--- config.mk ---
export PLATFORM = sky130hd
export DESIGN_NAME = clipped_tile_blitter
export DESIGN_NICKNAME = d
export VERILOG_FILES = /design/src/rtl/ctb_pkg.sv /design/src/rtl/ctb_step.sv /design/src/rtl/ctb_seq.sv /design/src/rtl/clipped_tile_blitter.sv
export SDC_FILE = /design/constraint.sdc
export NUM_CORES = 1
export LEC_CHECK = 0
export BUFFER_PORTS_ARGS = -buffer_cell sky130_fd_sc_hd__clkbuf_2
export CELL_PAD_IN_SITES_DETAIL_PLACEMENT = 1
export CELL_PAD_IN_SITES_GLOBAL_PLACEMENT = 2
export CORE_MARGIN = 2
export CORE_UTILIZATION = 39
export DETAILED_ROUTE_END_ITERATION = 10
export PLACE_DENSITY_LB_ADDON = 0.1
export SYNTH_ARGS = -nofsm -noshare
export SYNTH_HDL_FRONTEND = slang
export SYNTH_HIERARCHICAL = 1
export SYNTH_SLANG_ARGS = --single-unit
--- constraint.sdc ---
create_clock -name clk -period 12.4 [get_ports clk]
set_input_delay 0.62 -clock clk [delete_from_list [all_inputs] [get_ports clk]]
set_output_delay 0.62 -clock clk [all_outputs]
set_load 0.05 [all_outputs]
--- src/rtl/ctb_pkg.sv ---
// ----------------------------------------------------------------------------
// ctb_pkg
// Shared types and constants of the clipped tile blitter.
// ----------------------------------------------------------------------------
`default_nettype none

package ctb_pkg;

  localparam int unsigned TILE_MAX_SIDE_DEF = 8;

  localparam int unsigned COORD_W = 8;
  localparam int unsigned SIDE_W  = 4;
  localparam int unsigned ROWS_W  = 64;
  localparam int unsigned CFG_IDX_W = 2;

  localparam logic [1:0] MODE_TRANSPARENT = 2'd0;
  localparam logic [1:0] MODE_FULL        = 2'd1;
  localparam logic [1:0] MODE_ERASE       = 2'd2;
  localparam logic [1:0] MODE_RESERVED    = 2'd3;

  localparam logic [CFG_IDX_W-1:0] REG_FRAME_WIDTH  = 2'd0;
  localparam logic [CFG_IDX_W-1:0] REG_FRAME_HEIGHT = 2'd1;

  localparam logic [COORD_W-1:0] FRAME_WIDTH_RST  = 8'd128;
  localparam logic [COORD_W-1:0] FRAME_HEIGHT_RST = 8'd64;

  typedef struct packed {
    logic [COORD_W-1:0] x;
    logic [COORD_W-1:0] y;
    logic               on;
    logic               last;
  } pix_t;

endpackage

`default_nettype wire

--- src/rtl/ctb_step.sv ---
// ----------------------------------------------------------------------------
// ctb_step
// Shared step unit: advances a tile and screen coordinate pair and checks both
// against their limits.
// ----------------------------------------------------------------------------
`default_nettype none

module ctb_step (
  input  wire logic                            inc,
  input  wire logic [ctb_pkg::COORD_W-1:0]     t,
  input  wire logic [ctb_pkg::COORD_W-1:0]     s,
  input  wire logic [ctb_pkg::SIDE_W-1:0]      tlim,
  input  wire logic [ctb_pkg::COORD_W-1:0]     slim,
  output logic      [ctb_pkg::COORD_W-1:0]     tn,
  output logic      [ctb_pkg::COORD_W-1:0]     sn,
  output logic                                 ok
);

  always_comb begin
    tn = t + ctb_pkg::COORD_W'(inc);
    sn = s + ctb_pkg::COORD_W'(inc);
    ok = (tn < ctb_pkg::COORD_W'(tlim)) && (sn < slim);
  end

endmodule

`default_nettype wire

--- src/rtl/ctb_seq.sv ---
// ----------------------------------------------------------------------------
// ctb_seq
// Sequencer that walks the visible part of a tile through the shared step
// unit and holds back one pixel write until it knows whether it is the last.
// ----------------------------------------------------------------------------
`default_nettype none

module ctb_seq #(
  parameter int unsigned TILE_MAX_SIDE = ctb_pkg::TILE_MAX_SIDE_DEF
) (
  input  wire logic                            clk,
  input  wire logic                            rst,
  input  wire logic                            start,
  input  wire logic [1:0]                      req_type,
  input  wire logic [ctb_pkg::COORD_W-1:0]     x_pos,
  input  wire logic [ctb_pkg::COORD_W-1:0]     y_pos,
  input  wire logic [7:0]                      tile_size,
  input  wire logic [ctb_pkg::ROWS_W-1:0]      tile_rows,
  input  wire logic [ctb_pkg::COORD_W-1:0]     frame_width,
  input  wire logic [ctb_pkg::COORD_W-1:0]     frame_height,
  input  wire logic                            out_free,
  output logic                                 busy,
  output logic                                 push,
  output ctb_pkg::pix_t                        pix
);

  localparam logic [2:0] ST_IDLE  = 3'd0;
  localparam logic [2:0] ST_CHKX  = 3'd1;
  localparam logic [2:0] ST_CHKY  = 3'd2;
  localparam logic [2:0] ST_PIX   = 3'd3;
  localparam logic [2:0] ST_ROW   = 3'd4;
  localparam logic [2:0] ST_FLUSH = 3'd5;

  logic [2:0]                     state;
  logic [1:0]                     mode;
  logic [ctb_pkg::COORD_W-1:0]    tx, sx, ty, sy, tx0, sx0;
  logic [ctb_pkg::SIDE_W-1:0]     w, h;
  logic [ctb_pkg::ROWS_W-1:0]     rows;
  logic                           pend_v;
  ctb_pkg::pix_t                  pend;

  logic [ctb_pkg::SIDE_W-1:0]     ws, hs;
  logic                           u_inc;
  logic [ctb_pkg::COORD_W-1:0]    u_t, u_s, u_slim, u_tn, u_sn;
  logic [ctb_pkg::SIDE_W-1:0]     u_tlim;
  logic                           u_ok;
  logic [7:0]                     rowbyte;
  logic                           bit_val, emit_c, can_go;

  ctb_step u_step (
    .inc  (u_inc),
    .t    (u_t),
    .s    (u_s),
    .tlim (u_tlim),
    .slim (u_slim),
    .tn   (u_tn),
    .sn   (u_sn),
    .ok   (u_ok)
  );

  always_comb begin
    ws = {1'b0, tile_size[6:4]} + 4'd1;
    hs = {1'b0, tile_size[2:0]} + 4'd1;
    if (ws > ctb_pkg::SIDE_W'(TILE_MAX_SIDE)) begin
      ws = ctb_pkg::SIDE_W'(TILE_MAX_SIDE);
    end
    if (hs > ctb_pkg::SIDE_W'(TILE_MAX_SIDE)) begin
      hs = ctb_pkg::SIDE_W'(TILE_MAX_SIDE);
    end
  end

  always_comb begin
    u_inc  = 1'b0;
    u_t    = tx;
    u_s    = sx;
    u_tlim = w;
    u_slim = frame_width;
    case (state)
      ST_CHKX: begin
        u_t = tx0;
        u_s = sx0;
      end
      ST_CHKY: begin
        u_t    = ty;
        u_s    = sy;
        u_tlim = h;
        u_slim = frame_height;
      end
      ST_PIX: begin
        u_inc = 1'b1;
      end
      ST_ROW: begin
        u_inc  = 1'b1;
        u_t    = ty;
        u_s    = sy;
        u_tlim = h;
        u_slim = frame_height;
      end
      default: begin
        u_inc = 1'b0;
      end
    endcase
  end

  always_comb begin
    rowbyte = rows[{ty[2:0], 3'b000} +: 8];
    bit_val = rowbyte[~tx[2:0]];
    emit_c  = bit_val || (mode == ctb_pkg::MODE_FULL);
    can_go  = !(emit_c && pend_v) || out_free;
  end

  always_comb begin
    push     = 1'b0;
    pix      = pend;
    pix.last = 1'b0;
    if (state == ST_PIX && emit_c && pend_v && out_free) begin
      push = 1'b1;
    end else if (state == ST_FLUSH && pend_v && out_free) begin
      push     = 1'b1;
      pix.last = 1'b1;
    end
  end

  assign busy = (state != ST_IDLE);

  always_ff @(posedge clk) begin
    if (rst) begin
      state  <= ST_IDLE;
      pend_v <= 1'b0;
    end else begin
      case (state)
        ST_IDLE: begin
          if (start) begin
            mode <= req_type;
            w    <= ws;
            h    <= hs;
            rows <= tile_rows;
            tx0  <= x_pos[7] ? (~x_pos + 8'd1) : 8'd0;
            sx0  <= x_pos[7] ? 8'd0 : x_pos;
            tx   <= x_pos[7] ? (~x_pos + 8'd1) : 8'd0;
            sx   <= x_pos[7] ? 8'd0 : x_pos;
            ty   <= y_pos[7] ? (~y_pos + 8'd1) : 8'd0;
            sy   <= y_pos[7] ? 8'd0 : y_pos;
            if (req_type != ctb_pkg::MODE_RESERVED) begin
              state <= ST_CHKX;
            end
          end
        end
        ST_CHKX: begin
          state <= u_ok ? ST_CHKY : ST_FLUSH;
        end
        ST_CHKY: begin
          state <= u_ok ? ST_PIX : ST_FLUSH;
        end
        ST_PIX: begin
          if (can_go) begin
            if (emit_c) begin
              pend_v  <= 1'b1;
              pend.x  <= sx;
              pend.y  <= sy;
              pend.on <= bit_val && (mode != ctb_pkg::MODE_ERASE);
              pend.last <= 1'b0;
            end
            if (u_ok) begin
              tx <= u_tn;
              sx <= u_sn;
            end else begin
              state <= ST_ROW;
            end
          end
        end
        ST_ROW: begin
          if (u_ok) begin
            ty    <= u_tn;
            sy    <= u_sn;
            tx    <= tx0;
            sx    <= sx0;
            state <= ST_PIX;
          end else begin
            state <= ST_FLUSH;
          end
        end
        ST_FLUSH: begin
          if (!pend_v) begin
            state <= ST_IDLE;
          end else if (out_free) begin
            pend_v <= 1'b0;
            state  <= ST_IDLE;
          end
        end
        default: begin
          state <= ST_IDLE;
        end
      endcase
    end
  end

endmodule

`default_nettype wire

--- src/rtl/clipped_tile_blitter.sv ---
// ----------------------------------------------------------------------------
// clipped_tile_blitter
// Turns one-bit tiles into clipped framebuffer pixel writes, row by row.
//
// Channel  Direction  Handshake              Carries
// in       input      in_valid / in_stall    req_type x_pos y_pos tile_size tile_rows
// out      output     out_valid / out_stall  pixel_x pixel_y pixel_on last_write
// cfg      input      cfg_valid / cfg_ready  cfg_index cfg_data
//
// A tile holds in_stall high while the single step unit walks its visible rows
// and columns, emitting one pixel per cycle while the output register is free,
// with a separate row-advance state between rows.
// The next item is taken only while the block is idle.
// The block takes no new item until the current tile is done.
// A stalled output register holds the walk at the next pixel write.
// Reset restores the frame size to 128 by 64 and drops any tile in progress.
// ----------------------------------------------------------------------------
`default_nettype none

module clipped_tile_blitter #(
  parameter int unsigned TILE_MAX_SIDE = ctb_pkg::TILE_MAX_SIDE_DEF
) (
  input  wire logic                              clk,
  input  wire logic                              rst,
  input  wire logic                              in_valid,
  output logic                                   in_stall,
  input  wire logic [1:0]                        req_type,
  input  wire logic [ctb_pkg::COORD_W-1:0]       x_pos,
  input  wire logic [ctb_pkg::COORD_W-1:0]       y_pos,
  input  wire logic [7:0]                        tile_size,
  input  wire logic [ctb_pkg::ROWS_W-1:0]        tile_rows,
  output logic                                   out_valid,
  input  wire logic                              out_stall,
  output logic      [ctb_pkg::COORD_W-1:0]       pixel_x,
  output logic      [ctb_pkg::COORD_W-1:0]       pixel_y,
  output logic                                   pixel_on,
  output logic                                   last_write,
  input  wire logic                              cfg_valid,
  output logic                                   cfg_ready,
  input  wire logic [ctb_pkg::CFG_IDX_W-1:0]     cfg_index,
  input  wire logic [ctb_pkg::COORD_W-1:0]       cfg_data
);

  logic [ctb_pkg::COORD_W-1:0] frame_width, frame_height;
  logic                        busy, push, out_free, start;
  ctb_pkg::pix_t               pix;

  assign in_stall  = busy;
  assign cfg_ready = 1'b1;
  assign start     = in_valid && !in_stall;
  assign out_free  = !out_valid || !out_stall;

  ctb_seq #(
    .TILE_MAX_SIDE (TILE_MAX_SIDE)
  ) u_seq (
    .clk          (clk),
    .rst          (rst),
    .start        (start),
    .req_type     (req_type),
    .x_pos        (x_pos),
    .y_pos        (y_pos),
    .tile_size    (tile_size),
    .tile_rows    (tile_rows),
    .frame_width  (frame_width),
    .frame_height (frame_height),
    .out_free     (out_free),
    .busy         (busy),
    .push         (push),
    .pix          (pix)
  );

  always_ff @(posedge clk) begin
    if (rst) begin
      frame_width  <= ctb_pkg::FRAME_WIDTH_RST;
      frame_height <= ctb_pkg::FRAME_HEIGHT_RST;
    end else if (cfg_valid && cfg_ready) begin
      case (cfg_index)
        ctb_pkg::REG_FRAME_WIDTH:  frame_width  <= cfg_data;
        ctb_pkg::REG_FRAME_HEIGHT: frame_height <= cfg_data;
        default: begin
          frame_width <= frame_width;
        end
      endcase
    end
  end

  always_ff @(posedge clk) begin
    if (rst) begin
      out_valid <= 1'b0;
    end else if (push) begin
      out_valid <= 1'b1;
    end else if (!out_stall) begin
      out_valid <= 1'b0;
    end
  end

  always_ff @(posedge clk) begin
    if (push) begin
      pixel_x    <= pix.x;
      pixel_y    <= pix.y;
      pixel_on   <= pix.on;
      last_write <= pix.last;
    end
  end

  a_no_overwrite: assert property (@(posedge clk) disable iff (rst)
    !(push && out_valid && out_stall))
    else $error("pixel write pushed into a full output register");

  a_reserved_dropped: assert property (@(posedge clk) disable iff (rst)
    (start && req_type == ctb_pkg::MODE_RESERVED) |=> !in_stall)
    else $error("reserved mode item did not leave the block idle");

  a_item_starts: assert property (@(posedge clk) disable iff (rst)
    (start && req_type != ctb_pkg::MODE_RESERVED) |=> in_stall)
    else $error("accepted tile did not start a walk");

  a_no_push_idle: assert property (@(posedge clk) disable iff (rst)
    !busy |-> !push)
    else $error("pixel write emitted while idle");

endmodule

`default_nettype wire

# --- Word-level counts from Yosys, hierarchy flattened ---
# Index checks and enable logic that the tools add are counted.
classes:
  eq_ne: 18
  magnitude_cmp: 5
  bitwise_logic: 4
  n_addsub: 6
  shifts: 1
  reduce_logical: 32
  n_mux: 43
op_table:
  columns: ["op", "n"]
  rows:
  - ["$mux 8", 13]
  - ["$pmux 8 s2", 4]
  - ["$shiftx 64x7->8", 1]
  - ["$pmux 8 s3", 2]
  - ["$mux 3", 8]
  - ["$add 8x1->8", 2]
  - ["$add 8x1->8 const B", 2]
  - ["$not 8->8", 2]
  - ["$pmux 3 s5", 1]
  - ["$mux 7", 2]
  - ["$ne 2x1->1 const B", 6]
  - ["$mux 1", 10]
  - ["$logic_and 1x1->1", 9]
  - ["$add 3x1->4 const B", 2]
  - ["$gt 4x4->1 const B", 2]
  - ["$lt 8x4->1", 1]
  - ["$lt 8x8->1", 1]
  - ["$ne 2x2->1 const B", 4]
  - ["$reduce_and 4->1", 2]
  - ["$eq 3x2->1 const B", 2]
  - ["$eq 3x3->1 const B", 2]
  - ["$reduce_and 3->1", 2]
  - ["$reduce_and 6->1", 1]
  - ["$reduce_bool 3->1", 2]
  - ["other kinds (17)", 26]
word_totals:
  ff_bits: 178
  output_inout_bits: 21
  word_cells: 131
  inputBits: 105

# --- Longest topological paths before layout ---
# Gate-level depths: netlist of run 1.
depth:
  word_depth: 9
  ltp_mapped: 23
  ltp_nobuf: 20

# --- Modules after synthesis ---
# The synthesis of run 1 kept the hierarchy.
by_module_without_submodules:
  columns: ["module", "n_inst", "area_each_um2", "cells_per_inst", "seq_area_each_um2"]
  rows:
  - ["ctb_seq", 1, 6465.0, 460, 4224.1]
  - ["clipped_tile_blitter", 1, 1282.5, 90, 880.8]
  - ["ctb_step", 1, 521.8, 69, 0.0]

# --- Least setup slack after synthesis of run 1 ---
# No wires, ideal clock.
synth_path:
  path_type: "register -> register"
  start: "reg u_seq.state[2]"
  end: "reg u_seq/h[0] in the netlist's numbering, enable pin"
  t_arrival_ns: 10.222
  synth_period_minus_slack_ns: 10.977
  path_buffers: 2
  path_stages_with_launch: 7
  t_required_ns: 11.645
  path_slack_ns: 1.423
  setup_ns: 0.755
  path_cell_list: "dfxtp_1 > clkdlybuf4s50_2 > clkbuf_8 > or3_1 > nor2b_1 > nand2b_1 > nor4_1"
synth_via:
  elab_chain_cells: 4
  word_cells_on_any_way: 5
  classes_between: "5 x reduce/logical"
synth_rtl:
  columns: ["element", "line", "source"]
  rows:
  - ["start, declared", "ctb_seq.sv:34", "logic [2:0] state;"]
  - ["start signal, assigned", "ctb_seq.sv:150", "state <= u_ok ? ST_CHKY : ST_FLUSH;"]
  - ["start signal, assigned", "ctb_seq.sv:153", "state <= u_ok ? ST_PIX : ST_FLUSH;"]
  - ["$reduce_bool 3->1", "ctb_seq.sv:124", "assign busy = (state != ST_IDLE);"]
  - ["net in_stall", "clipped_tile_blitter.sv:26", "output logic in_stall,"]
  - ["$logic_not 1->1", "clipped_tile_blitter.sv:50", "assign start = in_valid && !in_stall;"]
  - ["$logic_and 1x1->1", "clipped_tile_blitter.sv:50", null]
  - ["net start", "clipped_tile_blitter.sv:45", "logic busy, push, out_free, start;"]
  - ["$reduce_and 3->1 (no line)", null, null]
  - ["end signal, assigned", "ctb_seq.sv:136", "h <= hs;"]
  - ["end, declared", "ctb_seq.sv:37", "logic [ctb_pkg::SIDE_W-1:0] w, h;"]
# The timed path passes the listed nets, and every way through them passes these cells.
# A chain may end at the register's enable or synchronous reset.

# --- Final worst setup path of run 1 ---
layout_path:
  start: "reg u_seq.state[0]"
  end: "reg u_seq/sy[7] in the netlist's numbering, enable pin"
layout_via:
  elab_chain_cells: 8
  word_cells_on_any_way: 24
  classes_between: "2 x add/sub; 2 x order compare; 6 x eq/ne; 5 x mux; 9 x reduce/logical"
layout_rtl:
  columns: ["element", "line", "source"]
  rows:
  - ["$eq 3x3->1 / $eq 3x2->1 (equally long branches)", "ctb_seq.sv:78", "case (state)"]
  - ["$reduce_or 2->1 (no line) (*)", null, null]
  - ["$mux 1 (*)", "ctb_seq.sv:78", null]
  - ["net u_seq.u_inc", "ctb_seq.sv:43", "logic u_inc;"]
  - ["$add 8x1->8 (*)", "ctb_step.sv:21", "sn = s + ctb_pkg::COORD_W'(inc);"]
  - ["net u_seq.u_sn, one bit", "ctb_seq.sv:44", "logic [ctb_pkg::COORD_W-1:0] u_t, u_s, u_slim, u_tn, u_sn;"]
  - ["$lt 8x8->1 (*)", "ctb_step.sv:22", "ok = (tn < ctb_pkg::COORD_W'(tlim)) && (sn < slim);"]
  - ["$logic_and 1x1->1 (*)", "ctb_step.sv:22", null]
  - ["net u_seq.u_ok", "ctb_seq.sv:46", "logic u_ok;"]
  - ["$ne 2x1->1 (no line) (*)", null, null]
  - ["$reduce_and 4->1 (no line) (*)", null, null]
  - ["end signal, assigned", "ctb_seq.sv:143", "sy <= y_pos[7] ? 8'd0 : y_pos;"]
  - ["end signal, assigned", "ctb_seq.sv:175", "sy <= u_sn;"]
  - ["end, declared", "ctb_seq.sv:36", "logic [ctb_pkg::COORD_W-1:0] tx, sx, ty, sy, tx0, sx0;"]
# The timed path passes the listed nets; every way through them passes the cells marked *.

==> results.toml, run 1 <==
[global_route]
use_met2_pct = 30.7
grt_pass1_wl_um = 30000
grt_usage_pct = 17.6
grt_overflow = 0
antenna_found_initial = 0
grt_max_degree = 90
grtUsageMet3_pct = 3.20
top_usage_layer = "met2"
grt_pass1_vias = 5557
grtUsageMet1_pct = 22.3

[routing]
drtIter0Drc = 291
firstDrtPassIters = 5
viasPerCell = 5.11
via_count = 5233
ant_nets = 0
drt_wl_total_um = 18900
wl_per_cell_um = 18.4
route.detailed.drc = 0

[synth]
ys_ff_latch = 177
syn_inst = 619
ys_seq_area_share_pct = 61.7
yosysMostFrequentCell = "edfxtp_1"
synth_nets = 743
post-synth-top-area-cell = "edfxtp_1"
synth_area_leaders = "edfxtp_1 57%, dfxtp_1 5.1%, nand2_1 3.5%"
ys_types = 69
synth_edf_count = 156
synth_common_cells = "156 x edfxtp_1, 78 x nand2_1, 38 x inv_1, 33 x nand2b_1, 30 x nor2_1"
synth-async-reset-ratio_pct = 0
yosysTopAreaCellShare_pct = 56.7
yosysWarningCount = 6
syn_area_um2 = 8270
synth_flop_cell = "edfxtp_1"
syn_area_per_cell_um2 = 13.4

[min_path]
min_to = "u_seq/rows[56]"
whs_path_depth = 1
hp-start = "tile_rows[56]"
hp-class = "in -> reg"

[die]
core_area_um2 = 20900
die_y_um = 150
ios = 126
die_area_um2 = 22400
row_count = 53
die_w_um = 150
start_util_pct = 39.6

[pwr]
power.internal_w = 0.00126
p_leak_nw = 3.76
switching_share_pct = 35.4
peakVddDrop_mv = 0.111
p_seq_share_pct = 40.8
p_total_w = 0.00194
powerDensity_nw_per_um2 = 201
power_switching_w = 0.000689
p_comb_share_pct = 31.4
clkPwrFrac_pct = 27.8

[clock_network]
post_cts_resized = 0
insertion_delay_ns = 0.43
cts_tree = "done"
cts_setup_buffers = 0
clockBufferDepth = 2
path_clk_slew_ns = 0.07
htreeDepth = 4
cts_buffers = 17
cts_root_buf = "clkbuf_16"
cts_sinks = 177
ctsHoldBuffers = 0

[worst_setup_path]
end_kind = "register"
reg2reg_depth = 19
reg2reg_slack_ns = 6.42
startpoint_type = "register"
r2r-end = "u_seq/sy[7]"
arrival_ns = 6.02
cp_max_fo = 43
required_ns = 12.45
criticalPathCategory = "reg -> reg"
timing.rr.start = "u_seq/state[0]"

[timing]
setup_viol = 0
tightest_slew_ns = 1.13
finalMaxSlewViolations = 0
period_share_pct = 48.2
final.min_clock_period_ns = 5.98
setup-tns-final_ns = 0
finalWorstSetupSlack_ns = 6.42
rsz0062_at_grt = "false"
slew_headroom_pct = 24.7
max_freq_mhz = 167
final_hold_viol_count = 0
fin_worst_skew_ns = 0.0127

[run_status]
status = "finished, final reports clean"

[run]
maxCapViolations = 0

[finish]
area_delta_synth_final_pct = 17.1
n_antenna_cell = 0
drive_above_1_share_pct = 26.7
fillers = 2215
nNetsFinal = 862
largest_reg_flops = 64
regMostFlops = "u_seq/rows"

[place]
place_hpwl_um = 13300
finalWeightedCongestion = 0.789
portBuffers = 122
post-place-ws_ns = 6.45
worst max-delay path by stage:
stage / from / endpoint / cells past startpoint
CTS: u_seq/state[0] / u_seq/ty[7] / 19
global route: u_seq/state[0] / u_seq/ty[7] / 19
finish: u_seq/state[0] / u_seq/sy[7] / 19
global placement: u_seq/state[0] / u_seq/sy[2] / 19
floorplan: u_seq/state[2] / u_seq/h[0] / 6
detailed placement: u_seq/state[0] / u_seq/sy[2] / 19
cell families after synthesis:
kind of cell             synth area share, %
multiplexers                            9.23
XOR/XNOR                                2.65
adder cells (fa/ha/maj)                 3.00
buffers and inverters                   4.33
AO/OA/AOI/OAI                           7.61
AND/OR/NAND/NOR                         11.4
other                                 0.0453
flip-flops                              61.7
area by class of cell:
cell class                      instances  area (um^2)  area share, %
Clock buffer                           17          425           4.39
Clock inverter                         14          166           1.72
Inverter                               40          150           1.55
Multi-Input combinational cell        373         2830           29.2
Sequential cell                       177         5100           52.7
Tap cell                              275          344           3.55
Timing Repair Buffer                  129          663           6.85
power groups by stage:
stage	Sequential, W	Combinational, W	Clock [W]
detailed placement	0.000809	0.000612	0
global route	0.000803	0.000675	0.000577
finish	0.000794	0.000611	0.000540
floorplan	0.000788	0.000453	0
CTS	0.000795	0.000617	0.000556
global placement	0.000802	0.000595	0
critical path, stage by stage, from the launching register on:
cell and delay (ns):
dfxtp_1 0.59, nor2_1 0.18, and2_1 0.19, buf_4 0.26, nor2_1 0.20, clkinv_1 0.39
ha_1 0.41, ha_1 0.24, nand3_1 0.12, nor2_1 0.08, xor2_1 0.25, ha_1 0.29
o21ai_0 0.30, o22ai_1 0.11, or4_1 0.45, nor4_2 0.43, nand2_1 0.10, nand2_1 0.09
nand2_1 0.07, nor2_2 0.81
per-stage QoR:
step                      utilization [%]  instances  area, um^2  hold WS [ns]
final                                46.4       1025        9690         0.356
after global routing                 46.4       1025        9690         0.338
after CTS                            46.4       1025        9690         0.334
after detailed placement             43.5        994        9090         0.406
after global placement               43.5        994        9090         0.401
after floorplan                         -        619        8270         0.400
layout by cell type, fill, tap and decap left out, types with 21 or more instances in the layout:
master    synthesis  final
nand2_1          78     78
o21ai_0          26     26
a22oi_1          23     23
inv_1            38     38
dfxtp_1          21     21
mux2i_1          23     23
nand2b_1         33     33
nor2_1           30     28
clkbuf_2          1    122
edfxtp_1        156    156
per-layer routing:
layer	up-vias	part of all wire [%]
li1	2513	-
met1	2589	44
met2	114	52
met3	17	3.4
met4	0	1.1
met5	-	0
Power figures use the tool's default switching activity.
==> run 2: changes to the inputs <==
--- a/config.mk
+++ b/config.mk
@@ -5,11 +5,12 @@
 export SDC_FILE = /design/constraint.sdc
 export NUM_CORES = 1
 export LEC_CHECK = 0
+export ABC_AREA = 1
 export BUFFER_PORTS_ARGS = -buffer_cell sky130_fd_sc_hd__clkbuf_2
 export CELL_PAD_IN_SITES_DETAIL_PLACEMENT = 1
 export CELL_PAD_IN_SITES_GLOBAL_PLACEMENT = 2
 export CORE_MARGIN = 2
-export CORE_UTILIZATION = 39
+export CORE_UTILIZATION = 33
 export DETAILED_ROUTE_END_ITERATION = 10
 export PLACE_DENSITY_LB_ADDON = 0.1
 export SYNTH_ARGS = -nofsm -noshare
==> constraint.sdc (replaced) <==
create_clock -name clk -period 4.9 [get_ports clk]
set_input_delay 0.245 -clock clk [delete_from_list [all_inputs] [get_ports clk]]
set_output_delay 0.245 -clock clk [all_outputs]
set_load 0.05 [all_outputs]
==> run 2 against run 1 <==
Effect of this change:
- hold slack got worse by 0.34 ns
- first-iteration DRC count rose by 13%
- die area rose by 21%
- clock skew rose by 0.011 ns
- combinational power rose to 3.3 times the previous value
- largest cell class unchanged
- clock power rose by 150%
- count of clock-buffer cells in the layout rose by 2
==> results.toml, run 2 <==
[die]
die_w_um = 164
row_count = 58
core_area_um2 = 25200
die_area_um2 = 27000
ios = 126
start_util_pct = 33.7
die_y_um = 164

[global_route]
grt_max_degree = 83
top_usage_layer = "met2"
grt_pass1_vias = 6587
grt_pass1_wl_um = 36100
use_met2_pct = 29.5
grt_overflow = 0
antenna_found_initial = 0
grtUsageMet3_pct = 2.65
grt_usage_pct = 17.7
grtUsageMet1_pct = 24.3

[clock_network]
cts_sinks = 177
path_clk_slew_ns = 0.07
cts_buffers = 17
post_cts_resized = 0
insertion_delay_ns = 0.44
cts_setup_buffers = 0
clockBufferDepth = 2
cts_root_buf = "clkbuf_16"
htreeDepth = 4
cts_tree = "done"

[min_path]
hp-start = "tile_rows[47]"
whs_path_depth = 1
min_to = "u_seq/rows[47]"
hp-class = "in -> reg"

[place]
place_hpwl_um = 16200
portBuffers = 122
post-place-ws_ns = 0.607
finalWeightedCongestion = 0.774

[finish]
regMostFlops = "u_seq/rows"
n_antenna_cell = 0
drive_above_1_share_pct = 18.9
final_cell_mix = "232 x nand2_1, 156 x edfxtp_1, 123 x inv_1"
nNetsFinal = 1177
largest_reg_flops = 64
final_common_cell = "nand2_1"
area_delta_synth_final_pct = 26.2

[routing]
via_count = 6515
ant_nets = 0
viasPerCell = 4.67
drt_wl_total_um = 23000
drtIter0Drc = 328
wl_per_cell_um = 16.5
route.detailed.drc = 0
firstDrtPassIters = 4

[worst_setup_path]
criticalPathCategory = "reg -> reg"
reg2reg_slack_ns = 0.57
r2r-end = "u_seq/sy[7]"
required_ns = 5.03
end_kind = "register"
startpoint_type = "register"
cp_max_fo = 16
timing.rr.start = "u_seq/state[2]"
arrival_ns = 4.46
reg2reg_depth = 20

[synth]
synth_nets = 985
yosysMostFrequentCell = "nand2_1"
synth_flop_cell = "edfxtp_1"
ys_types = 41
syn_area_per_cell_um2 = 9.85
ys_ff_latch = 177
synth_edf_count = 156
ys_seq_area_share_pct = 60.2
synth-async-reset-ratio_pct = 0
syn_inst = 861
post-synth-top-area-cell = "edfxtp_1"
synth_area_leaders = "edfxtp_1 55%, nand2_1 10%, inv_1 5.4%"
yosysTopAreaCellShare_pct = 55.2
synth_common_cells = "232 x nand2_1, 156 x edfxtp_1, 123 x inv_1, 80 x nand3_1, 61 x nor2_1"
yosysWarningCount = 6
syn_area_um2 = 8480

[timing]
period_share_pct = 88.4
final_hold_viol_count = 0
rsz0062_at_grt = "false"
finalMaxSlewViolations = 0
fin_worst_skew_ns = 0.0233
setup_viol = 0
tightest_slew_ns = 0.944
finalWorstSetupSlack_ns = 0.569
max_freq_mhz = 231
whs_ns = 0.0148
slew_headroom_pct = 37.1
setup-tns-final_ns = 0
final.min_clock_period_ns = 4.33

[run]
maxCapViolations = 0

[pwr]
peakVddDrop_mv = 0.244
powerDensity_nw_per_um2 = 504
p_leak_nw = 4.56

[run_status]
status = "finished, final reports clean"
==> run 2: how the worst max path moves through the flow <==
stage | from | endpoint
2_1_floorplan | u_seq/state[2] | u_seq/sy[0]
3_3_place_gp | u_seq/state[2] | u_seq/ty[1]
3_5_place_dp | u_seq/state[2] | u_seq/ty[1]
4_1_cts | u_seq/state[2] | u_seq/sy[7]
5_1_grt | u_seq/state[2] | u_seq/sy[0]
6_report | u_seq/state[2] | u_seq/sy[7]
==> run 2: metal layers <==
layer  wire (um)  share of wire (%)  vias up
li1            -                  -     3273
met1       11000                 48     3108
met2       11100                 48      118
met3         693                3.0       16
met4         187               0.81        0
met5           0                  0        -
==> run 2: repair_timing <==
action,CTS,global route
hold endpoints to repair,65,0
hold buffers,65,0
setup endpoints to repair,0,0
==> run 2: worst max-delay path, stage by stage, from the launching register on <==
cell and delay (ns):
dfxtp_1 0.44, nor2_1 0.12, nor3_4 0.47, nor2_1 0.14, buf_4 0.20, nand2_1 0.06
o221ai_1 0.19, ha_1 0.26, ha_1 0.22, nand2_1 0.11, inv_1 0.07, nor2_1 0.17
ha_1 0.26, nand2_1 0.06, a21oi_1 0.05, nor2_1 0.14, nand2_1 0.08, nor2_2 0.32
o21ai_0 0.19, nor3_2 0.28, buf_12 0.21
==> run 2: layout make-up <==
| class | instances | area [um^2] |
|---|---|---|
| fill | 2877 | 14500 |
| inverter | 132 | 498 |
| clock inverter | 13 | 140 |
| clock buffer | 19 | 443 |
| tap | 330 | 413 |
| timing repair buffer | 202 | 1400 |
| multi-input combinational | 523 | 2700 |
| sequential | 177 | 5100 |
==> run 2: cell families (layout without fill, tap and decap cells) <==
logic type,Yosys count,in the layout,share of synthesized area [%]
other,1,1,0.0442
and+or+nand+nor,412,412,21.5
buffers and inverters,161,366,8.14
adders and majority gates,19,19,2.80
AOI/OAI and AO/OA,81,81,6.31
DFF,177,177,60.2
xor gates and xnor gates,10,10,1.03
==> run 2: through the flow <==
step | total power [W] | instance area (um^2) | util, % | cells
floorplan | 0.00338 | 8480 | - | 861
global placement | 0.00404 | 9470 | 37.6 | 1299
detailed placement | 0.00406 | 9470 | 37.6 | 1299
CTS | 0.00547 | 10700 | 42.5 | 1396
global route | 0.00579 | 10700 | 42.5 | 1396
finish | 0.00539 | 10700 | 42.5 | 1396
==> run 2: where the power goes <==
part           switching (W)  total, W  internal [W]  leakage [nW]
sequential          0.000115   0.00204       0.00193          1.60
clock               0.000645   0.00134      0.000694         0.283
combinational        0.00136   0.00201      0.000646          2.68
